===== src/rtl/core/hcmg_pkg.sv =====
// Shared types, constants and helper functions for the HLS color mask core.
// Used by hls_color_mask_gray_core; depends on nothing else.
`timescale 1ns / 1ps

package hcmg_pkg;

  localparam int unsigned NUM_STAGES  = 9;
  localparam int unsigned DIV_STAGES  = 4;
  localparam int unsigned CFG_AW      = 2;
  localparam int unsigned CFG_DW      = 24;
  localparam int unsigned PIX_DW      = 24;
  localparam int unsigned OUT_DW      = 32;
  localparam int unsigned OUT_UW      = 3;

  localparam logic [CFG_DW-1:0] WHITE_LOW_RST   = 24'h00C832;
  localparam logic [CFG_DW-1:0] WHITE_HIGH_RST  = 24'hB4FF64;
  localparam logic [CFG_DW-1:0] YELLOW_LOW_RST  = 24'h1E961E;
  localparam logic [CFG_DW-1:0] YELLOW_HIGH_RST = 24'h32C85A;

  localparam logic [15:0] LUMA_R    = 16'd19595;
  localparam logic [15:0] LUMA_G    = 16'd38470;
  localparam logic [15:0] LUMA_B    = 16'd7471;
  localparam logic [23:0] LUMA_RND  = 24'd32768;
  localparam logic [7:0]  HUE_MAX   = 8'd180;
  localparam logic [8:0]  SUM_SPLIT = 9'd255;
  localparam logic [9:0]  SUM_FULL  = 10'd510;

  typedef enum logic [CFG_AW-1:0] {
    REG_WHITE_LOW   = 2'd0,
    REG_WHITE_HIGH  = 2'd1,
    REG_YELLOW_LOW  = 2'd2,
    REG_YELLOW_HIGH = 2'd3
  } cfg_reg_e;

  typedef enum logic [1:0] {
    SECT_RED   = 2'd0,
    SECT_GREEN = 2'd1,
    SECT_BLUE  = 2'd2
  } hue_sect_e;

  typedef struct packed {
    logic [7:0]  red;
    logic [7:0]  green;
    logic [7:0]  blue;
    logic        eof;
  } pix_t;

  typedef struct packed {
    logic [7:0]  red;
    logic [7:0]  green;
    logic [7:0]  blue;
    logic [7:0]  mx;
    logic [7:0]  mn;
    hue_sect_e   sect;
    logic [22:0] prod_r;
    logic [23:0] prod_g;
    logic [20:0] prod_b;
    logic        eof;
  } ext_t;

  typedef struct packed {
    logic [7:0]  d;
    logic [7:0]  den;
    logic [10:0] num;
    logic [7:0]  light;
    logic [7:0]  gray;
    logic        eof;
  } sect_t;

  typedef struct packed {
    logic [16:0] rem;
    logic [7:0]  quo;
  } div_t;

  typedef struct packed {
    div_t        sat;
    div_t        hue;
    logic [8:0]  sat_dv;
    logic [8:0]  hue_dv;
    logic        zero;
    logic [7:0]  light;
    logic [7:0]  gray;
    logic        eof;
  } div_pipe_t;

  // One restoring division step: tries the divisor shifted to the given bit.
  function automatic div_t div_step(div_t st, logic [8:0] dv, logic [2:0] bit_idx);
    logic [16:0] sh;
    div_t        res;
    sh = 17'(dv) << bit_idx;
    if (st.rem >= sh) begin
      res.rem = st.rem - sh;
      res.quo = {st.quo[6:0], 1'b1};
    end else begin
      res.rem = st.rem;
      res.quo = {st.quo[6:0], 1'b0};
    end
    return res;
  endfunction

  // Inclusive test of an HLS triple against a packed box.
  function automatic logic in_box(logic [7:0] h, logic [7:0] l, logic [7:0] s,
                                  logic [CFG_DW-1:0] lo, logic [CFG_DW-1:0] hi);
    return (h >= lo[7:0])   && (h <= hi[7:0])   &&
           (l >= lo[15:8])  && (l <= hi[15:8])  &&
           (s >= lo[23:16]) && (s <= hi[23:16]);
  endfunction

endpackage


===== src/rtl/core/hls_color_mask_gray_core.sv =====
// Pipelined BGR to HLS conversion, white/yellow box test and masked gray level.
// Depends on hcmg_pkg for types, constants and the divider step.
// Throughput: one pixel per cycle unless the output stalls; two 8-bit quotients are
// formed two bits per stage over four divider stages, each stage holding its own pixel.
// Every stage stalls only when it holds data and the stage after it is full.
// Reset clears all stage valid bits and loads the default white and yellow boxes.
`timescale 1ns / 1ps

module hls_color_mask_gray_core (
  input  logic                           clk_i,
  input  logic                           rst_ni,
  input  logic                           cfg_wr_en_i,
  input  logic [hcmg_pkg::CFG_AW-1:0]    cfg_addr_i,
  input  logic [hcmg_pkg::CFG_DW-1:0]    cfg_wdata_i,
  input  logic                           s_axis_tvalid,
  output logic                           s_axis_tready,
  // Fields from bit 0: blue[7:0], green[15:8], red[23:16].
  input  logic [hcmg_pkg::PIX_DW-1:0]    s_axis_tdata,
  input  logic                           s_axis_tlast,
  output logic                           m_axis_tvalid,
  input  logic                           m_axis_tready,
  // Fields from bit 0: hue[7:0], lightness[15:8], saturation[23:16], gray_level[31:24].
  output logic [hcmg_pkg::OUT_DW-1:0]    m_axis_tdata,
  // Fields from bit 0: is_white[0], is_yellow[1], color_mask[2].
  output logic [hcmg_pkg::OUT_UW-1:0]    m_axis_tuser,
  output logic                           m_axis_tlast
);

  import hcmg_pkg::*;

  logic [CFG_DW-1:0] white_low_q, white_high_q, yellow_low_q, yellow_high_q;

  logic [NUM_STAGES-1:0] vld_q;
  logic [NUM_STAGES:0]   rdy;

  pix_t       pix_q;
  ext_t       ext_q;
  sect_t      sect_q;
  div_pipe_t  dpipe_q [DIV_STAGES+1];
  logic [OUT_DW-1:0] out_data_q;
  logic [OUT_UW-1:0] out_user_q;
  logic              out_last_q;

  always_ff @(posedge clk_i or negedge rst_ni) begin
    if (!rst_ni) begin
      white_low_q   <= WHITE_LOW_RST;
      white_high_q  <= WHITE_HIGH_RST;
      yellow_low_q  <= YELLOW_LOW_RST;
      yellow_high_q <= YELLOW_HIGH_RST;
    end else if (cfg_wr_en_i) begin
      case (cfg_reg_e'(cfg_addr_i))
        REG_WHITE_LOW:   white_low_q   <= cfg_wdata_i;
        REG_WHITE_HIGH:  white_high_q  <= cfg_wdata_i;
        REG_YELLOW_LOW:  yellow_low_q  <= cfg_wdata_i;
        REG_YELLOW_HIGH: yellow_high_q <= cfg_wdata_i;
        default: ;
      endcase
    end
  end

  // A stage can take new data when it is empty or its content moves on.
  always_comb begin
    rdy[NUM_STAGES] = m_axis_tready;
    for (int k = NUM_STAGES - 1; k >= 0; k--) begin
      rdy[k] = !vld_q[k] || rdy[k+1];
    end
  end
  assign s_axis_tready = rdy[0];

  always_ff @(posedge clk_i or negedge rst_ni) begin
    if (!rst_ni) begin
      vld_q <= '0;
    end else begin
      if (rdy[0]) begin
        vld_q[0] <= s_axis_tvalid;
      end
      for (int k = 1; k < NUM_STAGES; k++) begin
        if (rdy[k]) begin
          vld_q[k] <= vld_q[k-1];
        end
      end
    end
  end

  // Stage 1: input register.
  always_ff @(posedge clk_i) begin
    if (rdy[0]) begin
      pix_q.blue  <= s_axis_tdata[7:0];
      pix_q.green <= s_axis_tdata[15:8];
      pix_q.red   <= s_axis_tdata[23:16];
      pix_q.eof   <= s_axis_tlast;
    end
  end

  // Stage 2: extremes, hue sector and luma products.
  ext_t ext_d;
  always_comb begin
    logic [7:0] mx, mn;
    mx = pix_q.red;
    if (pix_q.green > mx) mx = pix_q.green;
    if (pix_q.blue > mx)  mx = pix_q.blue;
    mn = pix_q.red;
    if (pix_q.green < mn) mn = pix_q.green;
    if (pix_q.blue < mn)  mn = pix_q.blue;
    ext_d.red    = pix_q.red;
    ext_d.green  = pix_q.green;
    ext_d.blue   = pix_q.blue;
    ext_d.mx     = mx;
    ext_d.mn     = mn;
    if (mx == pix_q.red) begin
      ext_d.sect = SECT_RED;
    end else if (mx == pix_q.green) begin
      ext_d.sect = SECT_GREEN;
    end else begin
      ext_d.sect = SECT_BLUE;
    end
    ext_d.prod_r = 23'(LUMA_R[14:0]) * 23'(pix_q.red);
    ext_d.prod_g = LUMA_G * pix_q.green;
    ext_d.prod_b = 21'(LUMA_B[12:0]) * 21'(pix_q.blue);
    ext_d.eof    = pix_q.eof;
  end

  always_ff @(posedge clk_i) begin
    if (rdy[1]) begin
      ext_q <= ext_d;
    end
  end

  // Stage 3: spread, lightness, saturation denominator, sector position, luma.
  sect_t sect_d;
  always_comb begin
    logic [7:0]  d;
    logic [8:0]  sum;
    logic [23:0] luma;
    d   = ext_q.mx - ext_q.mn;
    sum = 9'(ext_q.mx) + 9'(ext_q.mn);
    sect_d.d     = d;
    sect_d.light = 8'((10'(sum) + 10'd1) >> 1);
    sect_d.den   = (sum < SUM_SPLIT) ? sum[7:0] : 8'(SUM_FULL - 10'(sum));
    case (ext_q.sect)
      SECT_RED: begin
        if (ext_q.green >= ext_q.blue) begin
          sect_d.num = 11'(ext_q.green - ext_q.blue);
        end else begin
          sect_d.num = 11'({d, 2'b00}) + 11'({d, 1'b0}) - 11'(ext_q.blue - ext_q.green);
        end
      end
      SECT_GREEN: sect_d.num = 11'({d, 1'b0}) + 11'(ext_q.blue) - 11'(ext_q.red);
      SECT_BLUE:  sect_d.num = 11'({d, 2'b00}) + 11'(ext_q.red) - 11'(ext_q.green);
      default:    sect_d.num = '0;
    endcase
    luma = 24'(ext_q.prod_r) + ext_q.prod_g + 24'(ext_q.prod_b) + LUMA_RND;
    sect_d.gray = luma[23:16];
    sect_d.eof  = ext_q.eof;
  end

  always_ff @(posedge clk_i) begin
    if (rdy[2]) begin
      sect_q <= sect_d;
    end
  end

  // Stage 4: dividends and divisors for saturation and hue.
  div_pipe_t dpipe_d;
  always_comb begin
    dpipe_d.sat.rem = 17'({sect_q.d, 9'b0}) - 17'({sect_q.d, 1'b0}) + 17'(sect_q.den);
    dpipe_d.sat.quo = '0;
    dpipe_d.hue.rem = {sect_q.num, 6'b0} - 17'({sect_q.num, 2'b0}) + 17'(sect_q.d);
    dpipe_d.hue.quo = '0;
    dpipe_d.sat_dv  = {1'b0, sect_q.den} << 1;
    dpipe_d.hue_dv  = {1'b0, sect_q.d} << 1;
    dpipe_d.zero    = (sect_q.d == '0);
    dpipe_d.light   = sect_q.light;
    dpipe_d.gray    = sect_q.gray;
    dpipe_d.eof     = sect_q.eof;
  end

  // Stages 5 to 8: two quotient bits per stage, most significant first.
  div_pipe_t div_nxt [DIV_STAGES];
  always_comb begin
    for (int k = 0; k < DIV_STAGES; k++) begin
      div_nxt[k]     = dpipe_q[k];
      div_nxt[k].sat = div_step(div_step(dpipe_q[k].sat, dpipe_q[k].sat_dv, 3'(7 - 2 * k)),
                                dpipe_q[k].sat_dv, 3'(6 - 2 * k));
      div_nxt[k].hue = div_step(div_step(dpipe_q[k].hue, dpipe_q[k].hue_dv, 3'(7 - 2 * k)),
                                dpipe_q[k].hue_dv, 3'(6 - 2 * k));
    end
  end

  always_ff @(posedge clk_i) begin
    if (rdy[3]) begin
      dpipe_q[0] <= dpipe_d;
    end
    for (int k = 0; k < DIV_STAGES; k++) begin
      if (rdy[4+k]) begin
        dpipe_q[k+1] <= div_nxt[k];
      end
    end
  end

  // Stage 9: clamp, box tests, masked gray and output register.
  always_ff @(posedge clk_i) begin
    logic [7:0] hue, sat;
    logic       white, yellow, mask;
    if (rdy[NUM_STAGES-1]) begin
      hue = (dpipe_q[DIV_STAGES].hue.quo > HUE_MAX) ? HUE_MAX : dpipe_q[DIV_STAGES].hue.quo;
      sat = dpipe_q[DIV_STAGES].sat.quo;
      if (dpipe_q[DIV_STAGES].zero) begin
        hue = '0;
        sat = '0;
      end
      white  = in_box(hue, dpipe_q[DIV_STAGES].light, sat, white_low_q, white_high_q);
      yellow = in_box(hue, dpipe_q[DIV_STAGES].light, sat, yellow_low_q, yellow_high_q);
      mask   = white || yellow;
      out_data_q <= {mask ? dpipe_q[DIV_STAGES].gray : 8'd0, sat,
                     dpipe_q[DIV_STAGES].light, hue};
      out_user_q <= {mask, yellow, white};
      out_last_q <= dpipe_q[DIV_STAGES].eof;
    end
  end

  assign m_axis_tvalid = vld_q[NUM_STAGES-1];
  assign m_axis_tdata  = out_data_q;
  assign m_axis_tuser  = out_user_q;
  assign m_axis_tlast  = out_last_q;

  a_mask_or : assert property (@(posedge clk_i) disable iff (!rst_ni)
    m_axis_tvalid |-> (m_axis_tuser[2] == (m_axis_tuser[0] || m_axis_tuser[1])))
    else $error("color mask does not match the box flags");

  a_gray_zero : assert property (@(posedge clk_i) disable iff (!rst_ni)
    (m_axis_tvalid && !m_axis_tuser[2]) |-> (m_axis_tdata[31:24] == 8'd0))
    else $error("gray level set on an unmasked pixel");

  a_hue_range : assert property (@(posedge clk_i) disable iff (!rst_ni)
    m_axis_tvalid |-> (m_axis_tdata[7:0] <= HUE_MAX))
    else $error("hue beyond its range");

  a_gray_pixel : assert property (@(posedge clk_i) disable iff (!rst_ni)
    (m_axis_tvalid && (m_axis_tdata[23:16] == 8'd0)) |-> (m_axis_tdata[7:0] == 8'd0))
    else $error("hue set on a pixel without saturation");

  a_no_stall : assert property (@(posedge clk_i) disable iff (!rst_ni)
    m_axis_tready |-> s_axis_tready)
    else $error("input stalled while the output side is ready");

endmodule

===== config.mk =====
export PLATFORM = sky130hd
export DESIGN_NAME = hls_color_mask_gray_core
export DESIGN_NICKNAME = d
export VERILOG_FILES = /design/src/rtl/core/hcmg_pkg.sv /design/src/rtl/core/hls_color_mask_gray_core.sv
export SDC_FILE = /design/constraint.sdc
export NUM_CORES = 2
export LEC_CHECK = 0
export BUFFER_PORTS_ARGS = -buffer_cell sky130_fd_sc_hd__buf_2
export CORE_ASPECT_RATIO = 0.9
export CORE_MARGIN = 4
export CORE_UTILIZATION = 33
export CTS_CLUSTER_DIAMETER = 30
export DETAILED_ROUTE_END_ITERATION = 8
export GPL_TIMING_DRIVEN = 0
export HOLD_SLACK_MARGIN = 0.08
export SLEW_MARGIN = 10
export SYNTH_ARGS = -nofsm -noshare
export SYNTH_HDL_FRONTEND = slang
export SYNTH_SLANG_ARGS = --single-unit
export TNS_END_PERCENT = 10

===== constraint.sdc =====
create_clock -name clk_i -period 6.75 [get_ports clk_i]
set_input_delay 0.675 -clock clk_i [delete_from_list [all_inputs] [get_ports clk_i]]
set_output_delay 0.675 -clock clk_i [all_outputs]
set_load 0.02 [all_outputs]

==> results.json <==
{
  "status": "finished clean",
  "grt_util_met3_pct": 2.671,
  "post-route-drc-count": 0,
  "cts_htree_levels": 3,
  "seq_area_frac_synth_pct": 44.21,
  "setup-tns-final_ns": 0,
  "r2r_slack_ns": 0.51,
  "synth_edf_count": 525,
  "syn_to_final_growth_pct": 17.29,
  "row_count": 123,
  "postCtsResizedCells": 0,
  "slew_headroom_pct": 22.74,
  "antenna_found_initial": 3,
  "overflow": 0,
  "hold_path_end": "vld_q[0]",
  "timing.final.crit_period_ns": 6.243,
  "min_from": "s_axis_tvalid",
  "start_kind": "flip-flop",
  "synth_seq_cells": 630,
  "place_congestion": 0.8472,
  "yosysUniqueCellTypes": 79,
  "clock_latency_ns": 0.71,
  "r2r_cells": 16,
  "place.detailed.hpwl_um": 68930,
  "r2r_end": "ext_q[21]",
  "syn_area_per_cell_sq_um": 11.34,
  "grt_pass1_vias": 27390,
  "vias": 26990,
  "arrival_ns": 6.73,
  "yosys_warnings": 0,
  "grt_pass1_wl_um": 143400,
  "firstDrtPassIters": 5,
  "hold_path_depth": 2,
  "grt_use_met1_pct": 18.10,
  "die_y_um": 345.3,
  "clock_skew_ns": 0.04594,
  "drv_cap": 0,
  "portBuffers": 93,
  "hold_buffers": 5,
  "dr.first_iter.drc_count": 1417,
  "post_cts.repair.setup_buffers": 0,
  "clockBufferDepth": 3,
  "drtAntennaViolNets": 0,
  "crit_slowest_cell": "edfxtp_1",
  "syn_nets": 4422,
  "crit_path_cell_trace": "fa_1, inv_1, fa_1, inv_1, fa_1, fa_1, ha_1, a21boi_0, o41ai_1, o21ai_0, or4_1, a31oi_1, nor2b_1, o21a_1, o41a_1, xnor2_1",
  "reg2reg_from": "ext_d[93]",
  "globalRouteTotalUtil_pct": 13.42,
  "crit_path_frequent_cell": "fa_1",
  "async_reset_ff_share_pct": 16.67,
  "worst_slew_pin_slew_ns": 1.151,
  "die_width_um": 382.8,
  "synth_flop_cell": "edfxtp_1",
  "min_path_type": "in -> reg",
  "grt_setup_unrepaired": "false",
  "netlist_instances": 3678,
  "final_common_cell": "ha_1",
  "multiInputGateArea_sq_um": 21260,
  "criticalPathCategory": "reg -> reg",
  "viasPerCell": 4.732,
  "critical-path-max-stage-delay_ns": 0.68,
  "dieArea_sq_um": 132200,
  "start_util_pct": 33.30,
  "hold_viol_final": 0,
  "cts.sinks": 630,
  "tritoncts": "yes",
  "grt_busiest_layer": "met2",
  "final_nets": 4651,
  "required_ns": 7.23,
  "final_cell_mix": "562 x ha_1, 525 x edfxtp_1, 498 x inv_1",
  "wire_per_inst_um": 15.50,
  "numCtsBuffers": 121,
  "fillers": 12070,
  "wl_um": 88380,
  "end_kind": "flip-flop",
  "min_period_over_period_pct": 92.49,
  "whs_ns": 0.1468,
  "seq_area_sq_um": 18450,
  "use_met2_pct": 21.47,
  "core_sq_um": 125300,
  "clockRootBuffer": "clkbuf_16",
  "path_max_fanout": 13,
  "drive_gt1_share_pct": 12.83,
  "mappedNetlistArea_sq_um": 41720,
  "setup_viol": 0,
  "ios": 94,
  "clk_pin_slew_ns": 0.05,
  "drv_slew": 0,
  "max_freq_mhz": 160.2,
  "grt_start_max_net_pins": 67
}
## area by class of cell
type | instances | area share, %
Sequential cell | 630 | 37.70
Clock inverter | 102 | 2.508
Antenna cell | 1 | 0.005114
Timing Repair Buffer | 106 | 1.486
Multi-Input combinational cell | 2500 | 43.45
Tap cell | 1687 | 4.313
Inverter | 505 | 3.879
Buffer | 43 | 0.3349
Clock buffer | 129 | 6.333
## metrics by stage
| stage | setup WS (ns) | cell area (sq um) | utilization [%] | instances |
|---|---|---|---|---|
| finish | 0.5069 | 48940 | 39.06 | 5703 |
| global route | 0.1275 | 48930 | 39.06 | 5702 |
| CTS | 0.4339 | 48930 | 39.06 | 5702 |
| detailed placement | 0.3977 | 44560 | 35.57 | 5466 |
| global placement | -1.795 | 44300 | 35.36 | 5458 |
| floorplan | 0.5953 | 41720 | - | 3678 |
## worst max-delay path, delay by kind of cell, from the launching register on
| kind | cells | cell delay [ns] |
|---|---|---|
| AND/OR/NAND/NOR | 2 | 0.52 |
| adder cells (fa/ha/maj) | 5 | 2.55 |
| XOR/XNOR | 1 | 0.36 |
| AO/OA/AOI/OAI | 6 | 1.76 |
| buffers and inverters | 2 | 0.15 |
| flip-flops | 1 | 0.68 |
## how the worst max path moves through the flow
stage | end | slack, ns | from
final | ext_q[21] | 0.51 | ext_d[93]
after global routing | ext_q[21] | 0.13 | ext_d[93]
after CTS | ext_q[21] | 0.43 | ext_d[93]
after detailed placement | ext_q[21] | 0.40 | ext_d[93]
after global placement | ext_q[76] | -1.79 | m_axis_tready
after floorplan | ext_q[0] | 0.60 | m_axis_tready
## sequential cells by signal (all words and copies together), names as in the netlist
register and cells:
white_low_q 24, m_axis_tlast 1, ext_q 107, ext_d 25
dpipe_q 314, white_high_q 24, m_axis_tuser 3, dpipe_d 32
sect_q 11, m_axis_tdata 32, yellow_low_q 24, yellow_high_q 24
vld_q 9
## per-layer routing
| layer | part of all wire, % | vias to the layer above |
|---|---|---|
| met4 | 3.3 | 0 |
| met5 | 0 | - |
| met3 | 4.3 | 193 |
| li1 | - | 13530 |
| met2 | 45 | 472 |
| met1 | 47 | 12790 |
## Yosys cell counts (61+ instances only)
cell	number	area [sq um]
nand2b_1	61	381.6
inv_1	502	1884
edfxtp_1	525	15770
fa_1	126	2522
a21o_1	85	638.1
xnor2_1	179	1568
nor2b_1	76	475.5
ha_1	562	7032
nor2_1	212	795.8
a21oi_1	252	1261
mux2_2	110	1239
dfrtp_1	62	1551
nand2_1	141	529.3
o21ai_0	170	850.8
## kinds of logic (layout without fill, tap and decap cells)
family | Yosys count | after routing | share of synthesized area (%)
buffers and inverters | 548 | 885 | 4.936
DFF | 630 | 630 | 44.21
xor gates and xnor gates | 235 | 235 | 4.933
adders and majority gates | 688 | 688 | 22.90
AOI/OAI and AO/OA | 696 | 696 | 10.34
and+or+nand+nor | 740 | 740 | 8.946
muxes | 141 | 141 | 3.731
other | 0 | 1 | 0
Power is not shown: default switching activity piles up to over one toggle a cycle in this logic, so the estimate is an artifact.
